===== config.mk =====
export PLATFORM = sky130hd
export DESIGN_NAME = crd_map
export DESIGN_NICKNAME = d
export VERILOG_FILES = /design/src/rtl/crd_pkg.sv /design/src/rtl/crd_map.sv
export SDC_FILE = /design/constraint.sdc
export NUM_CORES = 2
export LEC_CHECK = 0
export ABC_AREA = 1
export ABC_CLOCK_PERIOD_IN_PS = 4910
export CORE_AREA = 5 5 196 388
export CTS_BUF_LIST = sky130_fd_sc_hd__clkbuf_4
export CTS_CLUSTER_DIAMETER = 50
export DETAILED_ROUTE_END_ITERATION = 10
export DIE_AREA = 0 0 201 393
export DONT_BUFFER_PORTS = 1
export PLACE_DENSITY = 0.81
export REMOVE_ABC_BUFFERS = 1
export SLEW_MARGIN = 20
export SYNTH_ARGS = -nofsm -noshare
export SYNTH_HDL_FRONTEND = slang
export SYNTH_SLANG_ARGS = --single-unit

===== constraint.sdc =====
create_clock -name clk -period 4.91 [get_ports clk]
set_clock_uncertainty 0.1 [all_clocks]
set_input_delay 0 -clock clk [delete_from_list [all_inputs] [get_ports clk]]
set_output_delay 0 -clock clk [all_outputs]
set_load 0.02 [all_outputs]

===== src/rtl/crd_pkg.sv =====
package crd_pkg;

    localparam int MAX_COLUMNS = 4096;
    localparam int MAX_ROWS    = 4096;

    localparam int COL_W      = 12;
    localparam int ROW_W      = 12;
    localparam int QUAT_W     = 16;
    localparam int PLANE_W    = 16;
    localparam int STEP_W     = 32;
    localparam int DIR_W      = 16;
    localparam int CFG_IDX_W  = 8;
    localparam int CFG_DATA_W = 32;

    // pixel times step, then offset magnitude
    localparam int PROD_W = COL_W + STEP_W;
    // camera-space vector, Q.28 with sign
    localparam int P_FRAC = 28;
    localparam int P_W    = P_FRAC + 1;
    // rotated vector: sum and magnitude
    localparam int R_W  = 66;
    localparam int RM_W = R_W - 1;
    // the largest normalised magnitude lies in [2^29, 2^30)
    localparam int N_TOP = 29;
    localparam int N_W   = N_TOP + 1;
    localparam int SQ_W  = 2 * N_W + 2;
    localparam int ROOT_W = SQ_W / 2;
    localparam int DEN_W  = ROOT_W + 1;
    localparam int DQ_W   = DIR_W;
    localparam int NUM_W  = N_W + DQ_W + 2;

    typedef enum logic [CFG_IDX_W-1:0] {
        REG_QUAT_W       = 8'd0,
        REG_QUAT_X       = 8'd1,
        REG_QUAT_Y       = 8'd2,
        REG_QUAT_Z       = 8'd3,
        REG_PLANE_WIDTH  = 8'd4,
        REG_PLANE_HEIGHT = 8'd5,
        REG_STEP_H       = 8'd6,
        REG_STEP_V       = 8'd7
    } reg_idx_t;

    typedef logic [2:0][P_W-1:0]  pvec_t;
    typedef logic [2:0][RM_W-1:0] rmag_t;

    typedef struct packed {
        logic [2:0][N_W-1:0] mag;
        logic [2:0]          neg;
        logic                zero;
    } norm_t;

    typedef struct packed {
        logic [QUAT_W-1:0] w;
        logic [QUAT_W-1:0] x;
        logic [QUAT_W-1:0] y;
        logic [QUAT_W-1:0] z;
    } quat_t;

    typedef struct packed {
        logic [PLANE_W-1:0] plane_width;
        logic [PLANE_W-1:0] plane_height;
        logic [STEP_W-1:0]  step_h;
        logic [STEP_W-1:0]  step_v;
    } view_t;

endpackage


===== src/rtl/crd_map.sv =====
module crd_map
(
    input  logic                        clk,
    input  logic                        rst_n,
    input  logic                        adv,
    input  logic                        in_valid,
    input  logic [crd_pkg::COL_W-1:0]   col,
    input  logic [crd_pkg::ROW_W-1:0]   row,
    input  crd_pkg::view_t              view,
    output logic                        out_valid,
    output crd_pkg::pvec_t              p
);

    localparam int PW = crd_pkg::PROD_W;
    localparam logic [16:0] COL_LIM = 17'(crd_pkg::MAX_COLUMNS - 1);
    localparam logic [16:0] ROW_LIM = 17'(crd_pkg::MAX_ROWS - 1);

    logic [3:0] vld_reg;

    logic [crd_pkg::COL_W-1:0] col_c;
    logic [crd_pkg::ROW_W-1:0] row_c;
    logic [PW-1:0] prod_h_reg, prod_v_reg;

    logic signed [PW:0] h_s, v_s;
    logic [PW-1:0] mag_h_reg, mag_v_reg;
    logic          neg_h_reg, neg_v_reg;

    logic [PW-1:0] orv;
    logic [5:0]    blen;
    logic [4:0]    sh_next, sh_reg;
    logic [PW-1:0] mag_h3_reg, mag_v3_reg;
    logic          neg_h3_reg, neg_v3_reg;

    logic [PW-1:0] sh_h, sh_v;
    crd_pkg::pvec_t p_next, p_reg;

    always_ff @(posedge clk or negedge rst_n)
    begin
        if (!rst_n)
        begin
            vld_reg <= '0;
        end
        else if (adv)
        begin
            vld_reg <= {vld_reg[2:0], in_valid};
        end
    end

    // clamp to the frame, then scale by the step
    always_comb
    begin
        col_c = ({5'd0, col} > COL_LIM) ? COL_LIM[crd_pkg::COL_W-1:0] : col;
        row_c = ({5'd0, row} > ROW_LIM) ? ROW_LIM[crd_pkg::ROW_W-1:0] : row;
    end

    always_comb
    begin
        h_s = $signed({1'b0, prod_h_reg}) - $signed({13'd0, view.plane_width, 15'd0});
        v_s = $signed({1'b0, prod_v_reg}) - $signed({13'd0, view.plane_height, 15'd0});
    end

    // shift count that brings every magnitude, the unit axis included, below 2^28
    always_comb
    begin
        orv  = mag_h_reg | mag_v_reg;
        blen = '0;
        for (int i = 0; i < PW; i++)
        begin
            if (orv[i])
            begin
                blen = 6'(i + 1);
            end
        end
        sh_next = (blen > 6'(crd_pkg::P_FRAC + 1)) ? 5'(blen - 6'(crd_pkg::P_FRAC)) : 5'd1;
    end

    always_comb
    begin
        sh_h = mag_h3_reg >> sh_reg;
        sh_v = mag_v3_reg >> sh_reg;
        p_next[0] = (crd_pkg::P_W'(1) << crd_pkg::P_FRAC) >> sh_reg;
        p_next[1] = neg_h3_reg ? crd_pkg::P_W'(-{1'b0, sh_h[crd_pkg::P_FRAC-1:0]})
                               : {1'b0, sh_h[crd_pkg::P_FRAC-1:0]};
        p_next[2] = neg_v3_reg ? crd_pkg::P_W'(-{1'b0, sh_v[crd_pkg::P_FRAC-1:0]})
                               : {1'b0, sh_v[crd_pkg::P_FRAC-1:0]};
    end

    always_ff @(posedge clk)
    begin
        if (adv)
        begin
            prod_h_reg <= PW'(col_c) * PW'(view.step_h);
            prod_v_reg <= PW'(row_c) * PW'(view.step_v);

            neg_h_reg <= h_s[PW];
            neg_v_reg <= v_s[PW];
            mag_h_reg <= h_s[PW] ? PW'(-h_s) : PW'(h_s);
            mag_v_reg <= v_s[PW] ? PW'(-v_s) : PW'(v_s);

            sh_reg     <= sh_next;
            mag_h3_reg <= mag_h_reg;
            mag_v3_reg <= mag_v_reg;
            neg_h3_reg <= neg_h_reg;
            neg_v3_reg <= neg_v_reg;

            p_reg <= p_next;
        end
    end

    assign out_valid = vld_reg[3];
    assign p         = p_reg;

endmodule


After elaboration in Yosys (flattened, before gate mapping)

Cells that the tools add are included.

Register bits: 364
Output and inout port bits: 88

Multiply operators: 2
Shifts and indexed selects: 3
$lt $le $gt $ge: 1
Bitwise operators: 1
Mux-type cells: 48
$add $sub $neg: 7

Operators by type and width:

| cell                                                                  | number |
|---|---|
| 6-bit two-way mux                                                     | 43 |
| 44-bit by 31-bit subtractor with 45-bit output                        | 2 |
| 12-bit by 32-bit multiplier with 44-bit output                        | 2 |
| 44-bit two-way mux                                                    | 2 |
| 44-bit negator                                                        | 2 |
| 44-bit by 5-bit >> shifter with 28-bit output                         | 2 |
| 28-bit negator with 29-bit output                                     | 2 |
| 28-bit two-way mux                                                    | 2 |
| 44-bit OR                                                             | 1 |
| 29-bit by 5-bit >> shifter with 29-bit output (first input constant)  | 1 |
| 6-bit by 5-bit > comparator with 1-bit output (second input constant) | 1 |
| 5-bit subtractor (second input constant)                              | 1 |
| 1-bit two-way mux                                                     | 1 |

Depth between registers and ports, before layout

Depth in word-level cells: 46
Gate-level depth with buffers: 50

Least setup slack after synthesis

OpenSTA, ideal clock, no wires.

Path type: input to register
Start point: in view[7] in the netlist's numbering
End point: reg prod_v_reg[43], data pin
Library setup time: 0.262 ns
Path slack: -1.117 ns
Stages: 32
Data required time: 4.548 ns
Arrival: 5.666 ns
Cells stage by stage: clkbuf_1 -> nand2_1 -> fa_1 -> inv_1 -> fa_1 -> inv_1 -> fa_1 -> inv_1 -> fa_1 -> fa_1 -> ha_1 -> a21oi_1 -> inv_1 -> a31oi_4 -> nor3_1 -> nor2_2 -> inv_2 -> a21oi_2 -> inv_2 -> a21oi_2 -> o21ai_1 -> a21o_1 -> a21oi_4 -> nand3b_1 -> nand2_2 -> a21oi_4 -> inv_2 -> a21oi_4 -> o21ai_2 -> a21oi_2 -> o21ai_1 -> xor2_1

Cells in the longest elaborated chain, start to end: 1

RTL lines:

| what                                           | RTL line      | RTL |
|---|---|---|
| from (decl)                                    | crd_map.sv:9  | `input crd_pkg::view_t view,` |
| 12-bit by 32-bit multiplier with 44-bit output | crd_map.sv:93 | `prod_v_reg <= PW'(row_c) * PW'(view.step_v);` |
| to (signal assigned)                           | crd_map.sv:93 |  |
| to (decl)                                      | crd_map.sv:22 | `logic [PW-1:0] prod_h_reg, prod_v_reg;` |

Every way passes these cells.
A chain may end at the register's enable or synchronous reset.

Final worst setup path

Start point: in row[3] in the netlist's numbering
End point: reg prod_v_reg[43], data pin

Cells in the longest elaborated chain, start to end: 1

RTL lines:

| what                                           | RTL line      | RTL |
|---|---|---|
| from (decl)                                    | crd_map.sv:8  | `input logic [crd_pkg::ROW_W-1:0] row,` |
| 12-bit by 32-bit multiplier with 44-bit output | crd_map.sv:93 |  |

Every way passes these cells.

==> run summary <==
======================================================================================
Result of the run ....................................................... complete, but fails checks
Failing checks .......................................................... negative hold slack, negative setup slack
PortBufs ................................................................            0
Total Power Consumption .................................................    33,800 uW
Maximum number of pins on one net before global-route repair ............          367
Weighted congestion reported at the end of routability-driven placement .         1.02
Data arrival at the endpoint of the critical path .......................      5440 ps
Clock-pin slew on the worst setup and hold paths ........................        80 ps
Initial core utilization ................................................        59.4%
Max incr delay on CP ....................................................       570 ps
TritonCTS clock tree ....................................................          yes
Antenna-violating nets left .............................................            0
Overall global routing resource usage ...................................        29.2%
CP max-delay cell ....................................................... sky130_fd_sc_hd__fa_1
Max-slew violation total from the final report ..........................            0
Share of post-route cells with drive strength above 1 ...................        8.75%
Int Pwr .................................................................    18,600 uW
Netlist cell types ......................................................           72
Beginning of the worst register-to-register path ........................ prod_v_reg[15]
Number of I/O pins ......................................................          212
Site row count ..........................................................          140
Top FF cell, synth ...................................................... sky130_fd_sc_hd__edfxtp_1
Area of the placeable core ..............................................  72,700 um^2
Leakage .................................................................    0.0231 uW
Depth of the worst register-to-register path ............................           21
Post-route non-filler standard cell count ...............................        6,071
Number of placed instances, taps included ...............................        5,825
Startpoint class of the critical path ................................... primary input
Fraction of power spent switching nets ..................................        44.9%
Number of warnings reported in the yosys synthesis log ..................            0
Required arrival time at the worst endpoint .............................      5360 ps
Residual DRC ............................................................            0
Number of failing setup endpoints in the final timing report ............            5
Avg Inst Size Synth .....................................................    8.70 um^2
GRT overflow ............................................................            0
Global-route wire length before repair ..................................   181,000 um
Number of enable-type register cells in the synthesized netlist .........          360
Later-pin clock latency in the skew report ..............................       850 ps
Worst hold-check slack ..................................................      -809 ps
Reg2Reg Setup Slack .....................................................       310 ps
Setup repair after global routing missed its margin .....................         true
Antenna violations before repair ........................................            9
Synth Cell Area .........................................................  43,200 um^2
Flop pwr share ..........................................................        19.7%
Cells after synthesis ...................................................        4,963
Capture point of the worst path ......................................... prod_v_reg[43]
Register area share after synthesis .....................................        25.3%
Worst path most repeated cell ........................................... sky130_fd_sc_hd__inv_2
Worst min path class ....................................................       in2reg
Headroom to the max-slew limit ..........................................        37.2%
Fillers .................................................................        5,651
Worst Max-Slew Pin Slew .................................................       942 ps
Number of hold-slack violations in the final timing report ..............          360
Gate power share ........................................................        73.2%
Iteration-0 DRC Markers .................................................        1,879
Floorplan die height ....................................................       393 um
Detailed-router iteration count before antenna repair ...................            6
Total wirelength of the detailed-routed design ..........................   114,000 um
Post-detailed-placement half-perimeter wirelength .......................    89,300 um
Area added between synthesis and finish .................................        8.96%
Horizontal die dimension ................................................       201 um
Clock network power share ...............................................         7.2%
Root cell of the clock tree ............................................. sky130_fd_sc_hd__clkbuf_4
Number of sinks on the clock net ........................................          364
Max capacitance violation total .........................................            0
Worst Setup SP ..........................................................       row[3]
Hold buffer count at cts ................................................           98
Time the final worst path needs with I/O delays and setup ...............      4980 ps
Via count of the first global-routing pass ..............................       36,300
Cell Pwr Density ........................................................  718 nW/um^2
Wire length per cell after detailed routing .............................      18.7 um
Layout Nets .............................................................        6,014
Count of vias placed by the detailed router .............................       33,600
Tcrit/Tclk final ........................................................         102%
Number of buffers created by CTS ........................................           74
Highest achievable clock rate ...........................................    0.201 GHz
Kind of end point of the critical path ..................................     register
Buffer levels on the longest clock path .................................            3
Endpoint of the lowest-slack register-to-register path .................. mag_v_reg[30]
Total of flip-flops plus latches after synthesis ........................          364
Share of synthesized registers carrying an async set or reset ...........        1.10%
H-tree levels ...........................................................            3
Full die area ...........................................................  79,000 um^2
Largest register FFs ....................................................           87
Maximum vdd drop ........................................................     0.727 mV
Sw power ................................................................    15,200 uW
Fin worst setup slack ...................................................     -73.8 ps
Ratio of routed vias to standard cells ..................................         5.53
Maximum fanout along the worst path .....................................           32
Class of the most critical setup path ...................................       in2reg
======================================================================================
[critical path, delay by kind of cell]
family | cells | cell delay (ps)
fa+ha+maj | 6 | 2850
compound gates | 12 | 1590
xor+xnor | 1 | 140
simple gates | 5 | 480
buf+inv | 7 | 350
[worst min-delay path by stage]
stage / from / to / cells past startpoint
floorplan: rst_n / vld_reg[0] / 0
detailed placement: rst_n / vld_reg[3] / 0
global placement: rst_n / vld_reg[3] / 0
global route: adv / p[54] / 0
CTS: adv / p[54] / 0
finish: adv / p[53] / 0
[area by class of cell]
type                            count  area, um^2  share of cell area (%)
Inverter                         1013        3810                    8.10
Tap cell                          923        1150                    2.45
Sequential cell                   364       10900                    23.2
Antenna cell                        7        17.5                  0.0372
Timing Repair Buffer              262        2250                    4.79
Multi-Input combinational cell   3372       27900                    59.2
Clock inverter                     30         292                   0.620
Clock buffer                      100         751                    1.60
[kinds of logic (layout without fill, tap and decap cells)]
| family | count (synthesis) | count (layout) | synth area share (%) |
|---|---|---|---|
| other | 0 | 7 | 0 |
| buffers and inverters | 1227 | 1405 | 11.0 |
| AND/OR/NAND/NOR | 1769 | 1769 | 16.5 |
| flip-flops | 364 | 364 | 25.3 |
| AO/OA/AOI/OAI | 467 | 467 | 6.52 |
| XOR/XNOR | 247 | 247 | 5.01 |
| multiplexers | 86 | 86 | 2.00 |
| adder cells (fa/ha/maj) | 803 | 803 | 33.7 |
[layer usage]
layer	global-route usage, %	up-vias	share of wire (%)	wire length (um)
met2	53.5	1469	52	59500
met5	0	-	0.019	22
li1	-	15400	-	-
met1	28.2	16100	32	35900
met4	25.1	4	10	11600
met3	4.62	567	5.9	6680
[power by group through the flow]
stage	Combinational, uW	Sequential [uW]	Clock (uW)
after floorplan	15000	6280	0
after global placement	22000	6660	0
after detailed placement	22800	6690	0
after CTS	23400	6620	2500
after global routing	27700	6700	2630
final	24700	6640	2420
[layout by cell type (no fill, tap or decap), drive strengths merged, types with 3 or more instances in the layout]
cell type / instances
nor4: 10
xnor2: 86
a211oi: 10
clkinvlp: 3
o22ai: 14
o211ai: 23
o2111ai: 3
a21o: 5
dlymetal6s4s: 3
dfrtp: 4
clkinv: 25
a21oi: 132
nand2: 1338
or2: 22
o31ai: 12
nand3b: 5
o21a: 4
fa: 602
nand3: 51
nor3: 42
dlygate4sd3: 95
ha: 201
a22oi: 5
or3: 4
bufinv: 6
edfxtp: 360
inv: 1009
clkbuf: 100
nor2: 268
diode: 7
o221ai: 9
nand4: 24
buf: 164
a31oi: 7
o21bai: 7
o21ai: 226
xor2: 161
mux2i: 84
a21boi: 5
[through the flow]
stage / setup WS, ps / TNS [ps] / area, um^2 / util [%] / hold WS, ps
6_report: -73.8 / -238 / 47000 / 64.7 / -809
5_1_grt: -340 / -2100 / 47000 / 64.7 / -891
4_1_cts: 1.91 / 0 / 46600 / 64.2 / -944
3_5_place_dp: -972 / -19930 / 44600 / 61.3 / -395
3_3_place_gp: -900 / -15760 / 44600 / 61.3 / -396
2_1_floorplan: -799 / -12220 / 42200 / - / -396
[cell usage after synthesis (10+ instances only)]
cell | instances | area (um^2)
sky130_fd_sc_hd__o211ai_1 | 21 | 158
sky130_fd_sc_hd__nor3_2 | 14 | 140
sky130_fd_sc_hd__edfxtp_1 | 360 | 10800
sky130_fd_sc_hd__o21ai_2 | 10 | 87.6
sky130_fd_sc_hd__nor2_1 | 262 | 983
sky130_fd_sc_hd__xnor2_1 | 86 | 753
sky130_fd_sc_hd__buf_6 | 10 | 113
sky130_fd_sc_hd__nand2_1 | 1327 | 4980
sky130_fd_sc_hd__inv_2 | 24 | 90.1
sky130_fd_sc_hd__nand4_1 | 23 | 144
sky130_fd_sc_hd__xor2_1 | 161 | 1410
sky130_fd_sc_hd__o21ai_1 | 99 | 495
sky130_fd_sc_hd__nor3_1 | 26 | 130
sky130_fd_sc_hd__or2_2 | 11 | 68.8
sky130_fd_sc_hd__nand2_2 | 11 | 68.8
sky130_fd_sc_hd__clkbuf_1 | 161 | 604
sky130_fd_sc_hd__inv_1 | 983 | 3690
sky130_fd_sc_hd__fa_1 | 602 | 12100
sky130_fd_sc_hd__o21ai_0 | 117 | 586
sky130_fd_sc_hd__ha_1 | 201 | 2510
sky130_fd_sc_hd__mux2i_1 | 84 | 841
sky130_fd_sc_hd__a21oi_1 | 121 | 606
sky130_fd_sc_hd__o22ai_1 | 14 | 87.6
sky130_fd_sc_hd__nand3_1 | 51 | 255
sky130_fd_sc_hd__buf_2 | 27 | 135
[what timing repair did]
item,in CTS,in global routing
endpoints found under the setup margin,2,26
pin swaps,4,34
buffers inserted,3,8
endpoints found under the hold margin,436,360
resized for setup,3,64
Power figures use the tool's default switching activity.
